<file path="src/hdl/xrng_pkg.sv">
// ---------------------------------------------------------------------------
// xrng_pkg
// Types, constants and helper functions of the xoshiro256** generator.
// ---------------------------------------------------------------------------
package xrng_pkg;

    localparam int unsigned WORD_W = 64;
    localparam int unsigned CNT_W  = $clog2(WORD_W);

    localparam logic [WORD_W-1:0] SEED_SALT  = 64'h0000_0010_7060_1686;
    // byte-swapped salt
    localparam logic [WORD_W-1:0] SALT_BSWAP = 64'h8616_6070_1000_0000;

    localparam int unsigned ROT_OUT   = 7;
    localparam int unsigned ROT_STATE = 45;
    localparam int unsigned SHL_STATE = 17;

    typedef enum logic [1:0] {
        OP_RESEED = 2'd0,
        OP_RAW    = 2'd1,
        OP_RANGED = 2'd2,
        OP_NONE   = 2'd3
    } t_op;

    typedef enum logic {
        CFG_SEED_UPPER = 1'b0,
        CFG_SEED_LOWER = 1'b1
    } t_cfg_idx;

    typedef enum logic [1:0] {
        ST_IDLE,
        ST_SCRAMBLE,
        ST_DIVIDE,
        ST_DONE
    } t_state;

    typedef struct packed {
        logic load_seed;
        logic start_draw;
        logic scramble;
        logic div_step;
        logic out_load;
    } t_dp_cmd;

    typedef struct packed {
        logic ranged_nz;
        logic div_last;
        logic out_free;
    } t_dp_status;

    function automatic logic [WORD_W-1:0] rotl64(input logic [WORD_W-1:0] x,
                                                 input int unsigned k);
        rotl64 = (x << k) | (x >> (WORD_W - k));
    endfunction

    function automatic logic [WORD_W-1:0] bswap64(input logic [WORD_W-1:0] x);
        logic [WORD_W-1:0] r;
        r = '0;
        for (int i = 0; i < WORD_W / 8; i++) begin
            r[8*i +: 8] = x[WORD_W-8-8*i +: 8];
        end
        bswap64 = r;
    endfunction

endpackage

</file>
<file path="src/hdl/xrng_ctrl.sv">
// ---------------------------------------------------------------------------
// xrng_ctrl
// Sequencer: accepts an item, steps the datapath through scramble and
// modulo reduction, and hands the result to the output register.
// ---------------------------------------------------------------------------
module xrng_ctrl (
    input  logic                  i_clk,
    input  logic                  i_rst_n,
    input  logic                  i_valid,
    input  xrng_pkg::t_op         i_op,
    input  xrng_pkg::t_dp_status  i_status,
    output logic                  o_ready,
    output xrng_pkg::t_dp_cmd     o_cmd
);

    xrng_pkg::t_state r_state;
    xrng_pkg::t_state n_state;
    logic             is_draw;

    assign is_draw = (i_op == xrng_pkg::OP_RAW) || (i_op == xrng_pkg::OP_RANGED);

    always_ff @(posedge i_clk) begin
        if (!i_rst_n) begin
            r_state <= xrng_pkg::ST_IDLE;
        end else begin
            r_state <= n_state;
        end
    end

    always_comb begin
        n_state = r_state;
        unique case (r_state)
            xrng_pkg::ST_IDLE: begin
                if (i_valid && is_draw) begin
                    n_state = xrng_pkg::ST_SCRAMBLE;
                end
            end
            xrng_pkg::ST_SCRAMBLE: begin
                n_state = i_status.ranged_nz ? xrng_pkg::ST_DIVIDE : xrng_pkg::ST_DONE;
            end
            xrng_pkg::ST_DIVIDE: begin
                if (i_status.div_last) begin
                    n_state = xrng_pkg::ST_DONE;
                end
            end
            xrng_pkg::ST_DONE: begin
                if (i_status.out_free) begin
                    n_state = xrng_pkg::ST_IDLE;
                end
            end
            default: n_state = xrng_pkg::ST_IDLE;
        endcase
    end

    always_comb begin
        o_ready = 1'b0;
        o_cmd   = '0;
        unique case (r_state)
            xrng_pkg::ST_IDLE: begin
                o_ready          = 1'b1;
                o_cmd.load_seed  = i_valid && (i_op == xrng_pkg::OP_RESEED);
                o_cmd.start_draw = i_valid && is_draw;
            end
            xrng_pkg::ST_SCRAMBLE: begin
                o_cmd.scramble = 1'b1;
            end
            xrng_pkg::ST_DIVIDE: begin
                o_cmd.div_step = 1'b1;
            end
            xrng_pkg::ST_DONE: begin
                o_cmd.out_load = i_status.out_free;
            end
            default: o_cmd = '0;
        endcase
    end

endmodule

</file>
<file path="src/hdl/xrng_dp.sv">
// ---------------------------------------------------------------------------
// xrng_dp
// Datapath: seed registers, generator state, output scrambler, restoring
// modulo unit (one bit per cycle) and the output register.
// ---------------------------------------------------------------------------
module xrng_dp (
    input  logic                         i_clk,
    input  logic                         i_rst_n,
    input  xrng_pkg::t_dp_cmd            i_cmd,
    output xrng_pkg::t_dp_status         o_status,
    input  xrng_pkg::t_op                i_op,
    input  logic [xrng_pkg::WORD_W-1:0]  i_modulus,
    input  logic                         i_cfg_valid,
    input  xrng_pkg::t_cfg_idx           i_cfg_index,
    input  logic [xrng_pkg::WORD_W-1:0]  i_cfg_data,
    input  logic                         i_m_ready,
    output logic                         o_m_valid,
    output logic [xrng_pkg::WORD_W-1:0]  o_m_data,
    output logic                         o_m_bad
);

    localparam int unsigned W = xrng_pkg::WORD_W;
    localparam logic [xrng_pkg::CNT_W-1:0] DIV_LAST = xrng_pkg::CNT_W'(W - 1);

    logic [W-1:0] r_seed_upper, r_seed_lower;
    logic [W-1:0] r_s0, r_s1, r_s2, r_s3;
    logic [W-1:0] r_p5;
    logic [W-1:0] r_val;
    logic [W-1:0] r_rem;
    logic [W-1:0] r_mod;
    logic         r_ranged;
    logic [xrng_pkg::CNT_W-1:0] r_cnt;
    logic         r_out_valid;
    logic [W-1:0] r_out_data;
    logic         r_out_bad;

    logic [W-1:0] seed_h, seed_b;
    logic [W-1:0] n_s0, n_s1, n_s2, n_s3;
    logic [W-1:0] upd_t, upd_2, upd_3;
    logic [W-1:0] p5, r7, scr;
    logic [W:0]   trial, diff;
    logic         ranged_nz;

    assign seed_b = r_seed_lower;
    assign seed_h = r_seed_upper + xrng_pkg::SEED_SALT;

    // xoshiro256 state update
    assign upd_t = r_s1 << xrng_pkg::SHL_STATE;
    assign upd_2 = r_s2 ^ r_s0;
    assign upd_3 = r_s3 ^ r_s1;
    assign n_s1  = r_s1 ^ upd_2;
    assign n_s0  = r_s0 ^ upd_3;
    assign n_s2  = upd_2 ^ upd_t;
    assign n_s3  = xrng_pkg::rotl64(upd_3, xrng_pkg::ROT_STATE);

    // s1 * 5 and (rotl(p, 7)) * 9 as shift-and-add
    assign p5  = r_s1 + (r_s1 << 2);
    assign r7  = xrng_pkg::rotl64(r_p5, xrng_pkg::ROT_OUT);
    assign scr = r7 + (r7 << 3);

    assign trial = {r_rem, r_val[W-1]};
    assign diff  = trial - {1'b0, r_mod};

    assign ranged_nz = r_ranged && (r_mod != '0);

    assign o_status.ranged_nz = ranged_nz;
    assign o_status.div_last  = (r_cnt == DIV_LAST);
    assign o_status.out_free  = !r_out_valid || i_m_ready;

    always_ff @(posedge i_clk) begin
        if (!i_rst_n) begin
            r_seed_upper <= '0;
            r_seed_lower <= '0;
        end else if (i_cfg_valid) begin
            unique case (i_cfg_index)
                xrng_pkg::CFG_SEED_UPPER: r_seed_upper <= i_cfg_data;
                xrng_pkg::CFG_SEED_LOWER: r_seed_lower <= i_cfg_data;
                default: ;
            endcase
        end
    end

    always_ff @(posedge i_clk) begin
        if (!i_rst_n) begin
            r_s0 <= xrng_pkg::SEED_SALT;
            r_s1 <= xrng_pkg::SALT_BSWAP;
            r_s2 <= xrng_pkg::SEED_SALT;
            r_s3 <= xrng_pkg::SEED_SALT;
        end else if (i_cmd.load_seed) begin
            r_s0 <= seed_h;
            r_s1 <= xrng_pkg::bswap64(seed_h) ^ seed_b;
            r_s2 <= xrng_pkg::bswap64(seed_b) ^ seed_h;
            r_s3 <= seed_b + xrng_pkg::SEED_SALT;
        end else if (i_cmd.start_draw) begin
            r_s0 <= n_s0;
            r_s1 <= n_s1;
            r_s2 <= n_s2;
            r_s3 <= n_s3;
        end
    end

    always_ff @(posedge i_clk) begin
        if (i_cmd.start_draw) begin
            r_p5     <= p5;
            r_mod    <= i_modulus;
            r_ranged <= (i_op == xrng_pkg::OP_RANGED);
        end
        if (i_cmd.scramble) begin
            r_val <= scr;
            r_rem <= '0;
            r_cnt <= '0;
        end else if (i_cmd.div_step) begin
            // restoring step: bring in the next dividend bit, subtract if it fits
            r_rem <= diff[W] ? trial[W-1:0] : diff[W-1:0];
            r_val <= r_val << 1;
            r_cnt <= r_cnt + 1'b1;
        end
    end

    always_ff @(posedge i_clk) begin
        if (!i_rst_n) begin
            r_out_valid <= 1'b0;
        end else if (i_cmd.out_load) begin
            r_out_valid <= 1'b1;
        end else if (i_m_ready) begin
            r_out_valid <= 1'b0;
        end
    end

    always_ff @(posedge i_clk) begin
        if (i_cmd.out_load) begin
            r_out_data <= ranged_nz ? r_rem : r_val;
            r_out_bad  <= r_ranged && (r_mod == '0);
        end
    end

    assign o_m_valid = r_out_valid;
    assign o_m_data  = r_out_data;
    assign o_m_bad   = r_out_bad;

endmodule

</file>
<file path="src/hdl/xoshiro256_starstar_rng_core.sv">
// Sequence: reseed and unused ops are done in the cycle they are accepted; a raw draw or a
// zero-modulus ranged draw passes from acceptance through the scramble and done states,
// a ranged draw with a nonzero modulus also through the divide state (one bit per cycle).
// Flow: one item at a time; the next item is accepted when the result has moved into
// the output register, which waits while that register still holds a stalled beat.
// Reset (synchronous, active low): seeds are zero, the state is as if reseeded with zero seeds.
// ---------------------------------------------------------------------------
// xoshiro256_starstar_rng_core
// xoshiro256** generator with salted reseed and optional modulo reduction.
// ---------------------------------------------------------------------------
module xoshiro256_starstar_rng_core (
    input  logic        i_clk,
    input  logic        i_rst_n,
    input  logic        i_s_axis_tvalid,
    output logic        o_s_axis_tready,
    input  logic [63:0] i_s_axis_tdata,   // [63:0] modulus
    input  logic [1:0]  i_s_axis_tuser,   // [1:0] op
    output logic        o_m_axis_tvalid,
    input  logic        i_m_axis_tready,
    output logic [63:0] o_m_axis_tdata,   // [63:0] random_value
    output logic        o_m_axis_tuser,   // [0] bad_modulus
    input  logic        i_cfg_valid,
    output logic        o_cfg_ready,
    input  logic        i_cfg_index,
    input  logic [63:0] i_cfg_data
);

    xrng_pkg::t_dp_cmd    cmd;
    xrng_pkg::t_dp_status status;
    xrng_pkg::t_op        op;

    assign op          = xrng_pkg::t_op'(i_s_axis_tuser);
    assign o_cfg_ready = 1'b1;

    xrng_ctrl u_ctrl (
        .i_clk    (i_clk),
        .i_rst_n  (i_rst_n),
        .i_valid  (i_s_axis_tvalid),
        .i_op     (op),
        .i_status (status),
        .o_ready  (o_s_axis_tready),
        .o_cmd    (cmd)
    );

    xrng_dp u_dp (
        .i_clk       (i_clk),
        .i_rst_n     (i_rst_n),
        .i_cmd       (cmd),
        .o_status    (status),
        .i_op        (op),
        .i_modulus   (i_s_axis_tdata),
        .i_cfg_valid (i_cfg_valid),
        .i_cfg_index (xrng_pkg::t_cfg_idx'(i_cfg_index)),
        .i_cfg_data  (i_cfg_data),
        .i_m_ready   (i_m_axis_tready),
        .o_m_valid   (o_m_axis_tvalid),
        .o_m_data    (o_m_axis_tdata),
        .o_m_bad     (o_m_axis_tuser)
    );

endmodule

</file>
<file path="config.mk">
export PLATFORM = sky130hd
export DESIGN_NAME = xoshiro256_starstar_rng_core
export DESIGN_NICKNAME = d
export VERILOG_FILES = /design/src/hdl/xrng_pkg.sv /design/src/hdl/xrng_ctrl.sv /design/src/hdl/xrng_dp.sv /design/src/hdl/xoshiro256_starstar_rng_core.sv
export SDC_FILE = /design/constraint.sdc
export NUM_CORES = 2
export LEC_CHECK = 0
export ABC_AREA = 1
export BUFFER_PORTS_ARGS = -buffer_cell sky130_fd_sc_hd__buf_4
export CORE_ASPECT_RATIO = 2
export CORE_UTILIZATION = 43
export CTS_BUF_LIST = sky130_fd_sc_hd__clkbuf_8 sky130_fd_sc_hd__clkbuf_16
export CTS_CLUSTER_SIZE = 16
export DETAILED_ROUTE_END_ITERATION = 10
export PLACE_DENSITY_LB_ADDON = 0.25
export SLEW_MARGIN = 20
export SYNTH_ARGS = -nofsm -noshare
export SYNTH_HDL_FRONTEND = slang
export SYNTH_SLANG_ARGS = --single-unit
</file>
<file path="constraint.sdc">
create_clock -name i_clk -period 7.4 [get_ports i_clk]
set_input_delay 0.74 -clock i_clk [delete_from_list [all_inputs] [get_ports i_clk]]
set_output_delay 0.74 -clock i_clk [all_outputs]
set_load 0.005 [all_outputs]
</file>
==> results of run 1 <==
per-stage QoR:
step                      utilization, %  hold slack [ns]  area [um2]
after global placement             46.06           0.4577       53660
after detailed placement           46.07           0.4682       53670
after floorplan                        -           0.4440       50650
after CTS                          48.28           0.1748       56240
cells by family after synthesis:
kind of cell	Yosys count	synth area share (%)
other	1	0.007404
DFF	715	33.36
and+or+nand+nor	3435	27.87
adders and majority gates	197	4.911
muxes	8	0.1779
buffers and inverters	1324	9.950
xor gates and xnor gates	386	6.675
AOI/OAI and AO/OA	1639	17.05
per-layer routing:
| metal | track usage (%) | overflow |
|---|---|---|
| met1 | 62.97 | 4 |
| met2 | 92.94 | 802 |
| met3 | 44.74 | 35 |
| met4 | 73.07 | 334 |
| met5 | 14.42 | 7 |
==> metrics.md, run 1 <==
| Metric | Value |
|---|---|
| Status | `aborted with a tool error` |
| Failing step | `5_1_grt` |
| Error | `[ERROR GRT-0116] Global routing finished with congestion. Check the congestion regions in the DRC Viewer.` |
| Post-synth top cells | `nand2_1, inv_1, o21ai_0, a21oi_1, nor2_1` |
| # Post-CTS Setup Buffers | `0` |
| Synth top area cells | `dfxtp_1, edfxtp_1, nand2_1` |
| Sequential area share after synthesis | `33.36%` |
| CTS sink cnt | `715` |
| Die W | `244.7 um` |
| Number of global-route vias before repair | `67315` |
| Dpl cells | `9245` |
| Mapped Avg Cell Area | `6.574 um2` |
| Post-Place Setup Slack | `2.917 ns` |
| Gr usage total | `67.60%` |
| Cell accounting for the most synthesized area | `dfxtp_1` |
| H-Tree Depth | `3` |
| Height of the die | `487.4 um` |
| Largest net degree at the start of global routing | `223` |
| Total grt overflow | `1182` |
| FFs w/ async S/R, synth | `0%` |
| Post-cts sizing count | `0` |
| Synthesis Warnings | `0` |
| # hold bufs at CTS | `0` |
| CTS root buffer | `clkbuf_16` |
| Initial Utilization | `43.48%` |
| Yosys top cell area share | `18.06%` |
| Count leader, synth | `nand2_1` |
| Synthesized Nets | `8038` |
| Main synth FF type | `dfxtp_1` |
| Placer Congestion | `1.181` |
| Post-Syn Instances | `7705` |
| #FFs+latches synth | `715` |
| Row count | `177` |
| TritonCTS Buffers | `74` |
| Area of the mapped netlist | `0.05065 mm2` |
| DP HPWL | `244000 um` |
| EDFF count, synth | `258` |
| CTS max path bufs | `3` |
| # port buffers | `202` |
| Global-route wire length before repair | `597900 um` |
| Unique masters post-synth | `57` |
| Number of I/O pins | `204` |
==> run 2: changes to the inputs <==
--- a/config.mk
+++ b/config.mk
@@ -7,12 +7,9 @@
 export LEC_CHECK = 0
 export ABC_AREA = 1
 export BUFFER_PORTS_ARGS = -buffer_cell sky130_fd_sc_hd__buf_4
-export CORE_ASPECT_RATIO = 2
-export CORE_UTILIZATION = 43
-export CTS_BUF_LIST = sky130_fd_sc_hd__clkbuf_8 sky130_fd_sc_hd__clkbuf_16
-export CTS_CLUSTER_SIZE = 16
+export CORE_UTILIZATION = 28
 export DETAILED_ROUTE_END_ITERATION = 10
-export PLACE_DENSITY_LB_ADDON = 0.25
+export PLACE_DENSITY_LB_ADDON = 0.15
 export SLEW_MARGIN = 20
 export SYNTH_ARGS = -nofsm -noshare
 export SYNTH_HDL_FRONTEND = slang
==> run 2 against run 1 <==
The flow now finishes without violations. Synthesized area did not move. Synthesized cell count is the same.
==> metrics.md, run 2 <==
| Metric | Value |
|---|---|
| P&R area growth vs syn | `13.40%` |
| Unique masters post-synth | `57 (unchanged)` |
| DP HPWL | `198700 um (-19%)` |
| Setup repair after global routing missed its margin | `no` |
| H-Tree Depth | `3 (unchanged)` |
| Height of the die | `427.3 um (-12%)` |
| CTS sink cnt | `715 (unchanged)` |
| # port buffers | `202 (unchanged)` |
| Initial antenna violation count | `4` |
| Cell accounting for the most synthesized area | `dfxtp_1` |
| WP data arrival | `4.20 ns` |
| Startpoint Class | `flip-flop` |
| Die W | `427.3 um (+75%)` |
| Sequential area share after synthesis | `33.36% (unchanged)` |
| Commonest non-fill, non-tap cells in the layout | `nand2_1, inv_1, o21ai_0` |
| Number of I/O pins | `204 (unchanged)` |
| Initial Utilization | `28.30% (-15 points)` |
| Synthesis Warnings | `0 (unchanged)` |
| Worst-Margin Slew | `1.236 ns` |
| Number of global-route vias before repair | `49539` |
| Synthesized Nets | `8038 (unchanged)` |
| DRC violations left | `0` |
| Mapped Avg Cell Area | `6.574 um2 (unchanged)` |
| # hold bufs at CTS | `0 (unchanged)` |
| # Post-CTS Setup Buffers | `0 (unchanged)` |
| Count leader, synth | `nand2_1` |
| Pwr Total | `18.63 mW` |
| Crit end category | `flip-flop` |
| Crit Path Max Fanout | `97` |
| Total grt overflow | `0` |
| WHS Endpoint | `u_dp.r_mod[40]` |
| Layout cells sized above 1 | `5.789%` |
| Placer Congestion | `0.9890 (-16%)` |
| Max cap viols | `0` |
| Worst Slack Setup Final | `3.664 ns` |
| CTS root buffer | `clkbuf_16` |
| Status | `completed` |
| Routed Antenna Nets | `0` |
| WL final | `244800 um` |
| Final Hold Vio Count | `0` |
| Worst Reg-to-Reg Cells | `7` |
| Peak VDD IR | `211.9 uV` |
| Worst skew pair latency | `0.73 ns` |
| Worst Hold Class | `primary input to flip-flop` |
| WHS Path Cells | `1` |
| DR pass1 iterations | `9` |
| Commonest non-fill, non-tap cell in the layout | `nand2_1` |
| Post-Syn Instances | `7705 (unchanged)` |
| Worst Skew | `0.02658 ns` |
| Detail Route met3 WL | `10800 um` |
| Post-layout nets | `8123` |
| Area of the mapped netlist | `0.05065 mm2 (unchanged)` |
| Final worst-path cycle share | `50.49%` |
| TritonCTS clock tree | `yes` |
| Gr usage total | `26.15%` |
| Min Clock Period, post-route | `3.736 ns` |
| CTS max path bufs | `3 (unchanged)` |
| DR vias | `51808` |
| R2r startpoint | `u_dp.r_mod[62]` |
| M1 WL | `104000 um` |
| FMAX | `267.7 MHz` |
| Critical path class | `flip-flop to flip-flop` |
| Global-route wire length before repair | `345900 um` |
| Top sig layer | `met4` |
| Max-Slew Margin vs Limit | `17.58%` |
| Post-synth top cells | `nand2_1, inv_1, o21ai_0, a21oi_1, nor2_1` |
| Die ar. | `0.1826 mm2` |
| Power Density | `324.4 mW/mm2` |
| Post-DR wirelength/cell | `23.96 um` |
| Post-Place Setup Slack | `3.541 ns (+0.6245 ns)` |
| #FFs+latches synth | `715 (unchanged)` |
| Reg-to-reg endpoint | `u_dp.o_m_data[49]` |
| TritonCTS Buffers | `93 (+26%)` |
| Clock-pin slew on the worst setup and hold paths | `0.06 ns` |
| Row count | `155 (-12%)` |
| Max-slew violation count | `0` |
| EDFF count, synth | `258 (unchanged)` |
| FFs w/ async S/R, synth | `0% (unchanged)` |
| Final setup vio count | `0` |
| Post-cts sizing count | `0 (unchanged)` |
| Main synth FF type | `dfxtp_1` |
| Critical path required time | `7.87 ns` |
| Yosys top cell area share | `18.06% (unchanged)` |
| Leak pwr | `25.58 nW` |
| Largest net degree at the start of global routing | `231` |
| Initial DRC Count | `4713` |
| Final design utilization | `32.09%` |
| Synth top area cells | `dfxtp_1, edfxtp_1, nand2_1` |
| Routed vias/inst | `5.069` |
| HP Start | `i_s_axis_tdata[40]` |
| R2R setup slack | `3.66 ns` |
| Met2 WL | `114700 um` |
| Total negative slack | `0 ns` |
| Core Box Area | `0.1790 mm2` |
## run 2: cell counts after synthesis
No cell type changed its count.
## run 2: metal layers
layer / vias to the layer above / track usage, %
met5: - / 0
met4: 0 / 14.51
met3: 347 / 2.424
met2: 1551 / 44.06
met1: 24615 / 32.69
li1: 25295 / -
## run 2: through the flow
stage	hold slack, ns	cells	instance area, um2
after floorplan	0.4440	7705	50650
after global placement	0.4601	10050	54480
after detailed placement	0.4691	10050	54480
after CTS	0.1431	10215	57420
after global routing	0.1609	10217	57430
final	0.1924	10220	57440
## run 2: power by group
group / leakage [nW] / switching, mW / internal [mW]
clock network: 1.45 / 1.95 / 2.59
registers: 6.16 / 0.949 / 5.24
logic: 18.0 / 5.47 / 2.44
## run 2: worst max-delay path by stage
stage          slack, ns                end  depth (start not counted)         startpoint
6_report            3.66  u_dp.o_m_data[49]                          7     u_dp.r_mod[62]
5_1_grt             3.33  u_dp.o_m_data[49]                          7     u_dp.r_mod[62]
4_1_cts             3.52  u_dp.o_m_data[52]                          7     u_dp.r_mod[62]
3_5_place_dp        3.54  u_dp.o_m_data[49]                          7     u_dp.r_mod[62]
3_3_place_gp        3.59  u_dp.o_m_data[51]                          7     u_dp.r_mod[62]
2_1_floorplan       1.74       u_dp.r_s0[2]                          8  i_s_axis_tuser[0]
## run 2: cell type report
cell class,instances,area (um2)
tap,2355,2947
multi-input combinational,5666,28790
sequential,715,16900
timing repair buffer,229,1764
fill,19902,121600
inverter,1085,4084
clock inverter,31,291.5
clock buffer,134,2651
antenna,5,12.51
## run 2: critical path: stages, from the launching register on
cell and delay (ns):
edfxtp_1 0.39, nor4_1 0.59, nand4_1 0.34, nor2_1 0.44
nand4_1 0.25, nand2_4 0.29, buf_4 0.68, mux2_2 0.41
## run 2: logic make-up after synthesis
family | after synthesis | synth area share (%)
AOI/OAI and AO/OA | 1639 | 17.05
xor gates and xnor gates | 386 | 6.675
adders and majority gates | 197 | 4.911
buffers and inverters | 1324 | 9.950
DFF | 715 | 33.36
muxes | 8 | 0.1779
other | 1 | 0.007404
and+or+nand+nor | 3435 | 27.87
Note: power is estimated with default switching activity, not from simulation.
